## config.mk

```make
export PLATFORM = sky130hd
export DESIGN_NAME = fractional_synth_param_encoder
export DESIGN_NICKNAME = d
export VERILOG_FILES = /design/src/rtl/fspe_pkg.sv /design/src/rtl/fractional_synth_param_encoder.sv /design/src/rtl/fspe_divider.sv
export SDC_FILE = /design/constraint.sdc
export NUM_CORES = 2
export LEC_CHECK = 0
export ABC_CLOCK_PERIOD_IN_PS = 8550
export BUFFER_PORTS_ARGS = -buffer_cell sky130_fd_sc_hd__buf_2
export CAP_MARGIN = 20
export CORE_ASPECT_RATIO = 0.7
export CORE_MARGIN = 5
export CORE_UTILIZATION = 50
export DETAILED_ROUTE_END_ITERATION = 12
export PLACE_DENSITY_LB_ADDON = 0.25
export SLEW_MARGIN = 15
export SYNTH_ARGS = -nofsm -noshare
export SYNTH_HDL_FRONTEND = slang
export SYNTH_SLANG_ARGS = --single-unit
```

## constraint.sdc

```tcl
create_clock -name clk -period 8.55 [get_ports clk]
set_clock_uncertainty 0.15 [all_clocks]
set_input_delay 2.1375 -clock clk [delete_from_list [all_inputs] [get_ports clk]]
set_output_delay 2.1375 -clock clk [all_outputs]
set_load 0.01 [all_outputs]
```

## src/rtl/fspe_pkg.sv

```systemverilog
// shared constants and types for the fractional synth parameter encoder
package fspe_pkg;
  localparam int NUM_BANKS = 4;
  localparam int BYTES_PER_BANK = 8;
  localparam int DEPTH = NUM_BANKS * BYTES_PER_BANK;
  localparam int AW = $clog2(DEPTH);
  localparam logic [29:0] PLL_MAX_HZ = 30'd900000000;
  localparam logic [19:0] FRAC_DEN = 20'd1048575;
  localparam logic [31:0] P1_OFFSET = 32'd512;
  localparam logic [0:0] OP_COMPUTE = 1'b0;
  localparam logic [0:0] OP_UPDATE = 1'b1;
  localparam logic [0:0] CFG_XTAL = 1'b0;
  localparam logic [0:0] CFG_BASE = 1'b1;

  typedef struct packed {
    logic        start;
    logic [51:0] dividend;
    logic [29:0] divisor;
  } div_req_t;
endpackage

```

## src/rtl/fractional_synth_param_encoder.sv

```systemverilog
// top level: divider parameter sequencer, bank byte memory and register write output
// A compute item (op 0) runs three serial divisions on the shared one-bit-per-cycle
// divider, unless freq or the reference frequency is zero, when it is ignored. The
// step by the fixed fraction denominator is a shift-and-add reduction. Multiplies sit
// between the divisions; a pack step follows the reduction, then eight writes into the
// bank memory, one per cycle. An update item (op 1) reads the bank one byte per cycle
// and emits eight beats on consecutive cycles, strobe high on each, last on the eighth.
// busy is high from acceptance until the sequencer is back in idle; the last update
// beats still leave after busy falls. After reset a clearing pass zeroes every bank
// memory byte while busy stays high.
// Results cannot be held off: each beat appears for exactly one cycle.
module fractional_synth_param_encoder (
  input  logic        clk,
  input  logic        rst,
  input  logic        start,
  output logic        busy,
  input  logic        op,
  input  logic [27:0] freq,
  input  logic [1:0]  bank,
  input  logic        cfg_valid,
  output logic        cfg_ready,
  input  logic [0:0]  cfg_index,
  input  logic [31:0] cfg_data,
  output logic        strobe,
  output logic [7:0]  reg_addr,
  output logic [7:0]  reg_data,
  output logic        last
);
  localparam logic [3:0] S_CLEAR = 4'd0;
  localparam logic [3:0] S_IDLE  = 4'd1;
  localparam logic [3:0] S_DIV1  = 4'd2;
  localparam logic [3:0] S_MUL1  = 4'd3;
  localparam logic [3:0] S_DIV2  = 4'd4;
  localparam logic [3:0] S_MUL2  = 4'd5;
  localparam logic [3:0] S_DIV3  = 4'd6;
  localparam logic [3:0] S_FRAC  = 4'd7;
  localparam logic [3:0] S_PACK  = 4'd9;
  localparam logic [3:0] S_WRITE = 4'd10;
  localparam logic [3:0] S_EMIT  = 4'd11;

  logic [3:0]  state;
  logic [26:0] ref_hz;
  logic [7:0]  reg_base;
  logic [27:0] f;
  logic [1:0]  bk;
  logic [31:0] pll;
  logic [7:0]  mult;
  logic [19:0] num;
  logic [51:0] prod;
  logic [6:0]  q;
  logic [19:0] p2;
  logic [31:0] p1;
  logic [63:0] pack;
  logic [fspe_pkg::AW:0] idx;
  logic        div_wait;
  logic [26:0] frac_x;
  logic [20:0] frac_r;
  logic [20:0] frac_sub;
  logic        frac_fix;

  fspe_pkg::div_req_t req;
  logic        div_done;
  logic [51:0] div_q;
  logic [29:0] div_r;

  logic [7:0]  mem [fspe_pkg::DEPTH];
  logic        mem_we;
  logic [fspe_pkg::AW-1:0] mem_waddr;
  logic [fspe_pkg::AW-1:0] mem_raddr;
  logic [7:0]  mem_wdata;
  logic [7:0]  mem_rdata;
  logic        rd_v;
  logic [2:0]  rd_i;

  fspe_divider u_div (
    .clk (clk),
    .rst (rst),
    .req (req),
    .done(div_done),
    .quot(div_q),
    .rem (div_r)
  );

  always_ff @(posedge clk) begin
    if (mem_we) mem[mem_waddr] <= mem_wdata;
    mem_rdata <= mem[mem_raddr];
  end

  assign busy = (state != S_IDLE);
  assign cfg_ready = (state == S_IDLE) && !start;

  always_comb begin
    req = '0;
    mem_we = 1'b0;
    mem_waddr = idx[fspe_pkg::AW-1:0];
    mem_wdata = '0;
    mem_raddr = {bk, idx[2:0]};
    unique case (state)
      S_CLEAR: begin
        mem_we = 1'b1;
      end
      S_IDLE: begin
        if (start && op == fspe_pkg::OP_COMPUTE && freq != '0 && ref_hz != '0) begin
          req.start = 1'b1;
          req.dividend = {22'd0, fspe_pkg::PLL_MAX_HZ};
          req.divisor = {2'b0, freq};
        end
      end
      S_MUL1: begin
        req.start = 1'b1;
        req.dividend = {20'd0, pll};
        req.divisor = {3'b0, ref_hz};
      end
      S_MUL2: begin
        req.start = 1'b1;
        req.dividend = prod;
        req.divisor = {3'b0, ref_hz};
      end
      S_WRITE: begin
        mem_we = 1'b1;
        mem_waddr = {bk, idx[2:0]};
        mem_wdata = pack[63:56];
      end
      default: ;
    endcase
  end

  always_ff @(posedge clk) begin
    if (rst) begin
      state <= S_CLEAR;
      idx <= '0;
      ref_hz <= 27'd25000000;
      reg_base <= 8'd26;
      strobe <= 1'b0;
      rd_v <= 1'b0;
      div_wait <= 1'b0;
    end else begin
      strobe <= rd_v;
      rd_v <= 1'b0;
      if (cfg_valid && cfg_ready) begin
        unique case (cfg_index)
          fspe_pkg::CFG_XTAL: ref_hz <= cfg_data[26:0];
          fspe_pkg::CFG_BASE: reg_base <= cfg_data[7:0];
        endcase
      end
      unique case (state)
        S_CLEAR: begin
          idx <= idx + 1'b1;
          if (idx == (fspe_pkg::AW+1)'(fspe_pkg::DEPTH - 1)) state <= S_IDLE;
        end
        S_IDLE: begin
          idx <= '0;
          if (start) begin
            f <= freq;
            bk <= bank;
            if (op == fspe_pkg::OP_UPDATE) state <= S_EMIT;
            else if (freq != '0 && ref_hz != '0) state <= S_DIV1;
          end
        end
        S_DIV1: if (div_done) begin
          pll <= 32'({div_q[29:1], 1'b0} * f);
          state <= S_MUL1;
        end
        S_MUL1: state <= S_DIV2;
        S_DIV2: if (div_done) begin
          mult <= div_q[7:0];
          prod <= {2'b0, div_r, 20'd0} - {22'd0, div_r};
          state <= S_MUL2;
        end
        S_MUL2: state <= S_DIV3;
        S_DIV3: if (div_done) begin
          num <= div_q[19:0];
          state <= S_FRAC;
        end
        S_FRAC: begin
          q <= frac_fix ? frac_x[26:20] + 7'd1 : frac_x[26:20];
          p2 <= frac_fix ? frac_sub[19:0] : frac_r[19:0];
          state <= S_PACK;
        end
        S_PACK: begin
          pack <= {fspe_pkg::FRAC_DEN[15:8], fspe_pkg::FRAC_DEN[7:0],
                   6'd0, p1[17:16], p1[15:8], p1[7:0],
                   fspe_pkg::FRAC_DEN[19:16], p2[19:16], p2[15:8], p2[7:0]};
          idx <= '0;
          state <= S_WRITE;
        end
        S_WRITE: begin
          pack <= {pack[55:0], 8'd0};
          idx <= idx + 1'b1;
          if (idx[2:0] == 3'd7) state <= S_IDLE;
        end
        S_EMIT: begin
          rd_v <= 1'b1;
          rd_i <= idx[2:0];
          idx <= idx + 1'b1;
          if (idx[2:0] == 3'd7) state <= S_IDLE;
        end
        default: state <= S_IDLE;
      endcase
      div_wait <= req.start;
    end
  end

  // 128*num over 2^20-1: high part plus low part, one correction
  assign frac_x = {num, 7'd0};
  assign frac_r = {1'b0, frac_x[19:0]} + {14'd0, frac_x[26:20]};
  assign frac_sub = frac_r - {1'b0, fspe_pkg::FRAC_DEN};
  assign frac_fix = (frac_r >= {1'b0, fspe_pkg::FRAC_DEN});

  assign p1 = {17'd0, mult, 7'd0} + {25'd0, q} - fspe_pkg::P1_OFFSET;

  always_ff @(posedge clk) begin
    reg_addr <= reg_base + {5'd0, rd_i};
    reg_data <= mem_rdata;
    last <= (rd_i == 3'd7);
  end

  a_strobe_not_idle_write: assert property (@(posedge clk) disable iff (rst)
    mem_we |-> !strobe || state == S_WRITE) else $error("write during emit");
  a_last_strobe: assert property (@(posedge clk) disable iff (rst)
    last && strobe |=> !strobe) else $error("beat after last");
  a_div_once: assert property (@(posedge clk) disable iff (rst)
    div_wait |-> !req.start) else $error("divider restarted");
endmodule

```

## src/rtl/fspe_divider.sv

```systemverilog
// restoring divider, one quotient bit per cycle, 52-bit dividend by 30-bit divisor
module fspe_divider (
  input  logic               clk,
  input  logic               rst,
  input  fspe_pkg::div_req_t req,
  output logic               done,
  output logic [51:0]        quot,
  output logic [29:0]        rem
);
  logic [51:0] q;
  logic [30:0] r;
  logic [29:0] d;
  logic [5:0]  cnt;
  logic        run;
  logic [30:0] trial;
  logic [31:0] sub;

  assign trial = {r[29:0], q[51]};
  assign sub = {1'b0, trial} - {2'b0, d};

  always_ff @(posedge clk) begin
    if (rst) begin
      run <= 1'b0;
      done <= 1'b0;
      cnt <= '0;
    end else begin
      done <= 1'b0;
      if (req.start) begin
        run <= 1'b1;
        cnt <= 6'd52;
      end else if (run) begin
        cnt <= cnt - 6'd1;
        if (cnt == 6'd1) begin
          run <= 1'b0;
          done <= 1'b1;
        end
      end
    end
  end

  always_ff @(posedge clk) begin
    if (req.start) begin
      q <= req.dividend;
      r <= '0;
      d <= req.divisor;
    end else if (run) begin
      if (!sub[31]) begin
        r <= sub[30:0];
        q <= {q[50:0], 1'b1};
      end else begin
        r <= trial;
        q <= {q[50:0], 1'b0};
      end
    end
  end

  assign quot = q;
  assign rem = r[29:0];
endmodule

```

* Yosys cells after proc, flatten, opt, wreduce, memory -nomap -nowiden *
Memory sizes are Yosys's and may differ from the RTL's. A register that Yosys moved wholly into a read port is not among the register bits.
Index checks and enable logic that the tools add are counted.

word-level totals
  bits in registers = 419
  bits in writable memories = 256
  input bits = 68
  output and inout bits = 20
  word-level logic and storage cells = 125
  memories = 1

operators by class
  $add $sub $neg = 10
  $mul = 1
  order comparisons = 1
  equal/unequal tests = 22
  muxes and demuxes = 31
  bitwise logic cells = 4
  reductions and logical operators = 29

memories
  memory  depth  width  rd ports  clocked after memory_dff  write ports  RTL line                              source
  mem     32     8      1         1                         1            fractional_synth_param_encoder.sv:66  logic [7:0] mem [fspe_pkg::DEPTH];

operators with widths
  kind                                                   count
  one-hot mux 83 bit (3 select lines)                    1
  one-hot mux 64 bit (2 select lines)                    1
  2-to-1 mux 52 bit                                      2
  2-to-1 mux 83 bit                                      1
  subtractor 50 x 30 -> 51 bit                           1
  one-hot mux 4 bit (10 select lines)                    1
  2-to-1 mux 4 bit                                       8
  subtractor 31 x 30 -> 32 bit                           1
  multiplier 29 x 28 -> 31 bit                           1
  2-to-1 mux 30 bit                                      1
  nonzero test 28 bit                                    1
  nonzero test 27 bit                                    1
  adder 20 x 7 -> 21 bit                                 1
  >= comparator 21 x 20 -> 1 bit, second input constant  1
  2-to-1 mux 20 bit                                      1
  subtractor 20 bit, second input constant               1
  subtractor 16 x 10 -> 17 bit, second input constant    1
  adder 15 x 7 -> 16 bit                                 1
  == test 4 x 3 -> 1 bit, second input constant          4
  == test 4 bit, second input constant                   3
  2-to-1 mux 6 bit                                       2
  one-hot mux 6 bit (2 select lines)                     1
  AND reduction 3 bit                                    4
  AND reduction 2 bit                                    5
  25 further kinds                                       53

* Longest topological paths before layout *
  word-level depth = 7
  depth in mapped cells = 26
  mapped depth without buffers = 23

* Cells and area by module *
Synthesis repeated with hierarchy kept, for this count alone.

unflattened totals
  cells, all modules = 3669
  area, all modules = 43656.9 µm²

modules (own cells, without submodules)
  module                          instances  cells an instance  area each (µm²)  sequential area each (µm²)
  fractional_synth_param_encoder  1          3088               37206.9          15945.3
  fspe_divider                    1          581                6449.9           3223.1

* Worst setup path before layout *
OpenSTA, ideal clock, no wires.

  kind = input to register
  start = in rst
  end = reg pack[0], enable pin
  library setup time = 0.581 ns
  data arrival time = 7.185 ns
  data required time = 7.819 ns
  path slack = 0.633 ns
  stages = 3
  path buffers = 2
  cells stage by stage = clkbuf_1 -> clkbuf_1 -> a211oi_1

on the way
  word-level cells in the longest chain between the ends = 2

ends and longest elaborated chain
  element                        RTL line                               source
  from (decl)                    fractional_synth_param_encoder.sv:14   input logic rst,
  inverter 1 bit (no line)       n/a
  AND reduction 2 bit (no line)  n/a
  to (signal assigned)           fractional_synth_param_encoder.sv:181  pack <= {fspe_pkg::FRAC_DEN[15:8], fspe_pkg::FRAC_DEN[7:0],
  to (signal assigned)           fractional_synth_param_encoder.sv:188  pack <= {pack[55:0], 8'd0};
  to (decl)                      fractional_synth_param_encoder.sv:53   logic [63:0] pack;

Every way passes these cells.
A chain may end at the register's enable or synchronous reset.

* Worst setup path after layout *
  start = reg f[1]
  end = reg pll[31], data pin

on the way
  word-level cells in the longest chain between the ends = 1

ends and longest elaborated chain
  element                       RTL line                               source
  from (decl)                   fractional_synth_param_encoder.sv:44   logic [27:0] f;
  from (signal assigned)        fractional_synth_param_encoder.sv:154  f <= freq;
  multiplier 29 x 28 -> 31 bit  fractional_synth_param_encoder.sv:161  pll <= 32'({div_q[29:1], 1'b0} * f);
  to (signal assigned)          fractional_synth_param_encoder.sv:161
  to (decl)                     fractional_synth_param_encoder.sv:46   logic [31:0] pll;

Every way passes these cells.

==> metrics.txt <==
Initial DRT Pass Iterations=9; drt wl/cell=about 22 um; CTS tree=built; final setup vio count=0; Core Rows=90; post-synth design cell area=between 40,000 and 50,000 um2; PostCTS Resize Cnt=0; GRT Overall Usage=0.2342; crit start category=register; die area=92,730 um2; sequential fraction of the synthesis area=0.4411; worst rel slew slack=0.2747; final hold vios=0; clk_lat worst skew=approximately 0.63 ns; Syn Area/Cell=11.74 um2; first-pass GRT wire length=about 170,000 um; fin cells=~4,900; largest net degree at the start of global routing=68; layout cell share with drive strength beyond 1=0.09773; CTS HTree Levels=2; Starting Density=0.5036; DRT Wirelength=108,500 um; Unique masters post-synth=between 70 and 80; Max Slew Vio Count=0; Layout Nets=about 4,300; gpl congestion=0.9005; IO buf count=82; CTS Sinks=673; final worst-path cycle share=0.9191; crit path DAT=8.09 ns; Post-synth EDFFs=563; largest fanout on the critical path=29; RSZ-0062 raised after global routing=no; CP Capture Type=register; Final ANT Viol Nets=0; IO Pins=just under 90; CP Class=reg2reg; die span in y=256.3 um; status=finished clean; Placed Cells=4,786; vias per cell=5.650; ys async rst share=0; Cells after Synth=roughly 3,700; Tmin final=slightly below 8 ns; Required @ worst endpoint=roughly 9 ns; initial antenna violation count=8; clock slew at reported path FFs=around 0.070 ns; FMAX=0.1273 GHz; Area growth syn-to-layout=8.315%; fillers=just over 7,000; ys flop type=edfxtp_1; max_cap viols=0; Worst Tran Pin Value=roughly 1.1 ns; Hold Path Class=reg2reg; yosys synthesis warning count=0; Remaining DRCs=0; Clock Tree Root=clkbuf_16; Num CTS Buffers=57; DIE WIDTH=around 360 um; hold_buf cts=0; postcts setup bufs=0; hpwl dp=between 70,000 and 80,000 um; synthesized net count=4,302; area of the core=between 80,000 and 90,000 um2; post-route setup TNS=0 ns; grt total ovfl=0; iteration-0 DRC count of the detailed router=2,995; via count=27,670; Seq cells post-synth=673; CTS Buffer Depth=3; vias in the first global route=27,330
-- cell families (layout without fill, tap and decap cells) --
kind of cell               after synthesis  in the layout  synth area share
other                                    0              3                 0
buffers and inverters                  748            803           0.06547
AOI/OAI and AO/OA                      365            365           0.06039
DFF                                    673            673            0.4411
muxes                                  128            128           0.05340
adders and majority gates              544            544            0.2233
and+or+nand+nor                       1079           1079            0.1254
xor gates and xnor gates               153            153           0.03093
-- layout by cell type, fill, tap and decap left out, types with 23 or more instances in the layout --
cell and instances:
xnor2_1 101, o21ai_0 41, edfxtp_1 563, a21o_1 31
inv_1 561, mux2i_1 23, a211oi_1 23, buf_4 46
nand3_1 44, mux2_2 25, buf_2 82, a22o_1 50
clkbuf_16 59, dfxtp_1 107, nor4_1 28, nand2_1 372
and2_1 306, ha_1 162, a21oi_1 86, nor2_1 138
mux4_2 80, fa_1 382, xor2_1 52, or3_1 28
nor3_1 33
-- cells in the mapped netlist, types with 7 or more instances --
library cell,instances,area [um2]
edfxtp_1,563,16910
or3_1,28,175.2
ha_1,162,2027
and3_1,12,75.07
o21a_1,14,105.1
a21o_1,31,232.7
nor2_1,142,533.0
o21ai_0,41,205.2
a41oi_1,7,61.31
nor3_1,37,185.2
a211oi_1,24,180.2
nand4_1,16,100.1
nand3_1,44,220.2
mux4_2,80,1802
buf_2,8,40.04
o211ai_1,7,52.55
mux2i_1,23,230.2
a22oi_1,14,105.1
or2_2,9,56.30
and2_1,311,1946
fa_1,382,7647
a21oi_1,86,430.4
dfxtp_1,110,2202
or4_1,7,52.55
xnor2_1,101,884.6
clkbuf_1,167,626.9
inv_1,562,2110
nor4_1,28,175.2
buf_1,8,30.03
nand2b_1,18,112.6
xor2_1,52,455.4
nand3b_1,18,135.1
a22o_1,50,437.9
nand2_1,373,1400
nor2b_1,19,118.9
mux2_2,25,281.5
a222oi_1,19,190.2
-- flip-flops by register name (all words and copies together), names as in the netlist, 27 cells and up --
signal	flops
mem	256
f	28
ref_hz	27
u_div.d	28
u_div.quot	52
pack	64
prod	51
u_div.r	30
pll	31
-- critical path: stages, from the launching register on --
cell and delay, ns:
edfxtp_1 1.04, and2_1 0.26, fa_1 0.45, fa_1 0.49, fa_1 0.51, inv_1 0.06, fa_1 0.53, inv_1 0.05
fa_1 0.47, fa_1 0.49, inv_1 0.05, fa_1 0.53, inv_1 0.04, ha_1 0.35, a21oi_1 0.16, nor2b_1 0.06
or4_1 0.46, o221ai_1 0.37, o31ai_1 0.19, o311ai_0 0.50, a21oi_1 0.20, xnor2_1 0.16
-- through the flow --
stage / cell area, um2 / hold WS, ns / setup WS (ns) / utilization
global route: 46920 / 0.1883 / 0.3545 / 0.5454
global placement: 44870 / 0.1631 / 0.7683 / 0.5216
CTS: 46880 / 0.1796 / 0.7281 / 0.5449
floorplan: 43320 / 0.1596 / 0.6334 / -
detailed placement: 44920 / 0.1636 / 0.6319 / 0.5221
finish: 46930 / 0.1782 / 0.6919 / 0.5454
-- cell type report --
cell class | count | area [um2] | area share
inverter | 563 | 2113 | 0.04504
clock inverter | 30 | 380.4 | 0.008106
timing repair buffer | 133 | 830.8 | 0.01770
antenna | 3 | 7.507 | 0.0001600
multi-input combinational | 2269 | 21460 | 0.4572
sequential | 673 | 19110 | 0.4073
clock buffer | 77 | 1584 | 0.03376
tap | 1150 | 1439 | 0.03066
-- worst paths after layout --
path / start / endpoint / slack [ns] / cells after the start
setup reg to reg: f[1] / pll[31] / 0.69 / 21
hold reg to reg: mem_rdata[6] / reg_data[6] / 0.18 / 0
hold / removal: mem_rdata[6] / reg_data[6] / 0.18 / 0
setup / recovery: f[1] / pll[31] / 0.69 / 21
-- layer usage --
layer	vias up	part of all wire	global-route usage
met2	1194	0.42	0.3280
met1	13970	0.45	0.3636
li1	12370	-	-
met3	122	0.11	0.07418
met5	-	0.0011	0.006192
met4	14	0.013	0.03715
Power is left out: the tool's default activity adds up to more than one toggle a clock period on the data nets, which glitch-free logic cannot reach.
